[config.mk]
export PLATFORM = sky130hd
export DESIGN_NAME = omw_regs
export DESIGN_NICKNAME = d
export VERILOG_FILES = /design/src/rtl/core/omw_pkg.sv /design/src/rtl/core/omw_regs.sv
export SDC_FILE = /design/constraint.sdc
export NUM_CORES = 1
export LEC_CHECK = 0
export ABC_AREA = 1
export BUFFER_PORTS_ARGS = -buffer_cell sky130_fd_sc_hd__buf_2
export CORE_MARGIN = 1
export CORE_UTILIZATION = 25
export CTS_CLUSTER_SIZE = 14
export DETAILED_ROUTE_END_ITERATION = 12
export HOLD_SLACK_MARGIN = 0.05
export PLACE_DENSITY_LB_ADDON = 0.3
export SLEW_MARGIN = 25
export SYNTH_ARGS = -nofsm -noshare
export SYNTH_HDL_FRONTEND = slang
export SYNTH_SLANG_ARGS = --single-unit
[constraint.sdc]
create_clock -name clk -period 0.8 [get_ports clk]
set_input_delay 0.04 -clock clk [delete_from_list [all_inputs] [get_ports clk]]
set_output_delay 0.04 -clock clk [all_outputs]
set_load 0.02 [all_outputs]
[src/rtl/core/omw_pkg.sv]
// Shared types, constants and the sine table function of the omni wheel mixer.
`default_nettype none

package omw_pkg;

  // Default parameter values.
  localparam int QUARTER_TABLE_DEPTH_DEF = 1024;
  localparam int DUTY_BITS_DEF           = 10;

  // Register map: word index of each configuration register.
  localparam int          PADDR_W         = 4;
  localparam logic [1:0]  REG_PWM_LIMIT   = 2'd0;
  localparam logic [1:0]  REG_TURN_GAIN   = 2'd1;
  localparam logic [1:0]  REG_INVERT      = 2'd2;

  // Register reset values.
  localparam logic [9:0]  PWM_LIMIT_RESET = 10'd600;
  localparam logic [11:0] TURN_GAIN_RESET = 12'd333;
  localparam logic        INVERT_RESET    = 1'b0;

  // Fixed-point constants.
  localparam longint unsigned Q30_ONE     = 64'd1073741824;
  localparam longint unsigned HALF_PI_Q30 = 64'd1686629713;
  localparam logic [15:0]     MIX_K_Q16   = 16'd36647;
  localparam int              TAB_W       = 15;
  localparam logic [TAB_W-1:0] TAB_MAX    = 15'd16384;

  // Configuration as seen by the datapath.
  typedef struct packed {
    logic [9:0]  pwm_limit;
    logic [11:0] turn_gain;
    logic        invert_polarity;
  } cfg_t;

  // Sine of a Q30 angle in Q1.14 through a nested Taylor product; used at elaboration only.
  function automatic logic [TAB_W-1:0] sine_entry(input longint unsigned x);
    longint unsigned x2;
    longint unsigned t;
    longint unsigned s;
    longint unsigned r;
    x2 = (x * x) >> 30;
    t  = Q30_ONE - x2 / 110;
    t  = Q30_ONE - ((x2 * t) >> 30) / 72;
    t  = Q30_ONE - ((x2 * t) >> 30) / 42;
    t  = Q30_ONE - ((x2 * t) >> 30) / 20;
    t  = Q30_ONE - ((x2 * t) >> 30) / 6;
    s  = (x * t) >> 30;
    r  = (s + 64'd32768) >> 16;
    if (r > 64'(TAB_MAX)) begin
      r = 64'(TAB_MAX);
    end
    return TAB_W'(r);
  endfunction

endpackage

`default_nettype wire

[src/rtl/core/omw_regs.sv]
// APB register file holding the mixer configuration.
`default_nettype none

module omw_regs (
  input  wire logic                        clk,
  input  wire logic                        rst,
  input  wire logic                        psel,
  input  wire logic                        penable,
  input  wire logic                        pwrite,
  input  wire logic [omw_pkg::PADDR_W-1:0] paddr,
  input  wire logic [31:0]                 pwdata,
  output logic      [31:0]                 prdata,
  output logic                             pready,
  output omw_pkg::cfg_t                    cfg
);

  logic       wr;
  logic [1:0] index;

  assign pready = 1'b1;
  assign wr     = psel && penable && pwrite;
  assign index  = paddr[3:2];

  // Register writes; an unknown index is ignored.
  always_ff @(posedge clk) begin
    if (rst) begin
      cfg.pwm_limit       <= omw_pkg::PWM_LIMIT_RESET;
      cfg.turn_gain       <= omw_pkg::TURN_GAIN_RESET;
      cfg.invert_polarity <= omw_pkg::INVERT_RESET;
    end else if (wr) begin
      case (index)
        omw_pkg::REG_PWM_LIMIT: cfg.pwm_limit       <= pwdata[9:0];
        omw_pkg::REG_TURN_GAIN: cfg.turn_gain       <= pwdata[11:0];
        omw_pkg::REG_INVERT:    cfg.invert_polarity <= pwdata[0];
        default: ;
      endcase
    end
  end

  // Read back.
  always_comb begin
    case (index)
      omw_pkg::REG_PWM_LIMIT: prdata = {22'd0, cfg.pwm_limit};
      omw_pkg::REG_TURN_GAIN: prdata = {20'd0, cfg.turn_gain};
      omw_pkg::REG_INVERT:    prdata = {31'd0, cfg.invert_polarity};
      default:                prdata = 32'd0;
    endcase
  end

endmodule

`default_nettype wire

---- Word level (Yosys, flattened, before mapping) ----
Index checks and enable logic that the tools add are counted.
Widths: inputs -> output; s select.
storage, ports and cells
  register bits after elaboration ......... 23
  input bits .............................. 41
  output and inout bits ................... 56
  logic and storage cells ................. 12
cells by class
  equality and inequality tests ........... 2
  multiplexer cells ....................... 1
  reductions and logical operators ........ 6
operators with widths
  operator            number
  $pmux 12 s3         1
  $reduce_and 2->1    3
  $eq 2x1->1 const B  1
  $eq 2x2->1 const B  1
  $logic_and 1x1->1   2
  $logic_not 2->1     1

---- Logic depth before layout (Yosys ltp) ----
  word-level depth ........................ 3
  gate-level depth with buffers ........... 6
  depth with buffers taken out ............ 5

---- Worst setup path after synthesis ----
Ideal clock, no wire load.
  kind .................................... register -> output
  from .................................... reg cfg[11] (netlist bit)
  to ...................................... out prdata[10]
  data arrival time ....................... 0.798 ns
  data required time ...................... 0.760 ns
  slack ................................... -0.038 ns
  stages on the path, launching flop included .. 3
  path buffers ............................ 0
  cells stage by stage .................... dfxtp_1 -> inv_1 -> nor2_1
on the way
  word-level cells in the longest chain between the ends .. 1
ends and longest elaborated chain
  item         RTL line        RTL
  from (decl)  omw_regs.sv:14  output omw_pkg::cfg_t cfg
  $pmux 12 s3  omw_regs.sv:42  case (index)
  to (decl)    omw_regs.sv:12  output logic [31:0] prdata,
Every way passes these cells.

---- Final worst setup path ----
  from .................................... reg cfg[17] (netlist bit)
  to ...................................... out prdata[4]
Same word-level chain as after synthesis.

==> impl_metrics.ini <==
[placement]
pre_cts_ws_ps = -115
portBuffers = 53
place_area_um2 = 1610
dp_hpwl_mm = 2.33
gp_congestion = 0.730
dp_cells = 302

[clocking]
htree_num_levels = 1
cts-root-buf = clkbuf_8
cts_buffer_depth = 2
path_clk_slew_ps = 90
clock-sinks = 23
cts_tree = built
clock_latency_ps = 260
cts_buffers = 3

[cells_and_area]
final_nets = 313
diodes = 0
reg_top3 = cfg x23
syn2layout_area_growth_pct = 80.8
largest_reg_flops = 23
final_cell_count_no_fill = 338
drive_gt1_frac = 0.509
largest_register = cfg
fin_area_um2 = 2280

[route]
first_iter_violations = 32
drc_errors = 0
vias = 1364
drtPass1Iterations = 4
drt-vias-per-instance = 4.04
wl_per_cell_um = 11.3
ant_nets = 0
routed_wl_mm = 3.82

[timing]
max_freq_mhz = 1010
hold_viol = 0
finalWorstPathRequiredPeriod_ps = 990
fin_tns_setup_ps = -3300
rsz0062_at_grt = true
skew_ps = 0
maxSlewViolCount = 0
fin_crit_sh = 1.24
fin_ws_ps = -190
setup_viol = 32

[synthesis]
yosys_warnings = 0
synthCells = 178
syn-mean-instance-area_um2 = 7.08
yosysSeqAreaShare = 0.365
yosysTopAreaCellShare = 0.365
ys_top_cells_by_area = dfxtp_1 (37%), buf_4 (13%), nand2_1 (12%)
synth-seq-cells = 23
syn_area_um2 = 1260
synth_cell_types = 15
yosys.area.top_type = dfxtp_1

[flow_run]
cap_violations = 0

[global_routing]
grt_pass1_wl_mm = 5.70
grtUsageMet2 = 0.251
gr-total-overflow = 0
grtUsageMet1 = 0.180
grt_antenna_before_repair = 0
grt_pass1_vias = 1206
grt_max_degree = 24
use_met3 = 0.0221
grt_usage = 0.142
grt-busiest-layer = met2

[floorplanning]
ios = 97
fp-row-count = 25
coreArea_um2 = 4790
dieArea_um2 = 5330
die_h_um = 73.0
start_util = 0.263
die_x_um = 73.0

[power_and_ir_drop]
p_leak_nw = 1.13
p_total_mw = 2.62
power_density_nw_per_um2 = 1150
vdd_drop_max_mv = 0.603

[setup_path]
setup.worst_path.start_class = flip-flop
required_ps = 760
cp_max_fo = 2
crit_type = flip-flop to output pin
cp.arrival_ps = 950
end_kind = output pin
r2r_setup_slack_ps = 10

[run_status]
status = complete, but fails checks
violations = setup timing

[hold_path]
min_path_type = input port to flip-flop
[cell families (layout without fill, tap and decap cells)]
logic type             Yosys count  after routing  share of synthesized area
AOI/OAI and AO/OA               10             10                     0.0665
other                            2             21                    0.00596
DFF                             23             23                      0.365
and+or+nand+nor                100            100                      0.351
buffers and inverters           43            117                      0.212
[layout by cell type (no fill, tap or decap), types with 7 or more instances in the layout]
cell	synthesis	routed
a22o_1	9	9
buf_2	0	16
buf_4	22	14
buf_6	3	57
conb_1	2	21
dfxtp_2	0	23
dlygate4sd3_1	0	7
inv_1	14	11
nand2_1	39	37
nand3_1	25	22
nor2_1	30	25
[report_power, final]
part	internal (mW)	leakage [nW]	switching [mW]	total, mW
Combinational	0.302	0.914	0.372	0.674
Sequential	1.17	0.189	0.0197	1.19
Clock	0.348	0.0255	0.400	0.748
[critical path, cell delays in order, from the launching register on]
cell and delay [ps]:
dfxtp_2 340, a22o_1 220, buf_6 130
[routing by layer]
metal | vias up | wire length [µm]
met3 | 2 | 195
met1 | 609 | 1690
met5 | - | 0
li1 | 699 | -
met2 | 54 | 1920
met4 | 0 | 14
[synthesized netlist by cell type]
library cell	count
a21oi_1	1
inv_2	2
buf_6	3
buf_4	22
nor2_1	30
a22o_1	9
nand3_1	25
clkbuf_1	2
conb_1	2
nor2_4	4
nand2_2	1
inv_1	14
dfxtp_1	23
nand2_1	39
nor2_2	1
[timing repair]
item | in CTS | in global routing
resized for setup | 99 | 28
cloned | 0 | 0
hold buffers | 7 | 0
pin swaps | 13 | 12
setup buffers | 18 | 9
setup endpoints to repair | 35 | 41
hold endpoints to repair | 9 | 0
[through the flow]
| step | utilization | hold slack (ps) |
|---|---|---|
| after floorplan | - | 166 |
| after detailed placement | 0.336 | 274 |
| after global routing | 0.476 | 112 |
| after CTS | 0.443 | 87.5 |
| after global placement | 0.336 | 271 |
| final | 0.476 | 87.7 |
[area by class of cell]
type,count,area [µm²]
Clock buffer,3,41.3
Clock inverter,1,5.00
Fill cell,497,2510
Inverter,16,60.1
Multi-Input combinational cell,131,642
Sequential cell,23,489
Tap cell,67,83.8
Timing Repair Buffer,97,957
[final timing paths]
| path | from | endpoint | depth (start not counted) |
|---|---|---|---|
| worst max-delay path | cfg[17]$_SDFFE_PP1P_ | prdata[4] | 2 |
| worst max register to register | cfg[1]$_SDFFE_PP1P_ | cfg[1]$_SDFFE_PP1P_ | 4 |
| worst min register to register | cfg[9]$_SDFFE_PP1P_ | cfg[9]$_SDFFE_PP1P_ | 2 |
| worst min-delay path | pwdata[11] | cfg[12]$_SDFFE_PP0P_ | 5 |
Power figures use the tool's default switching activity.
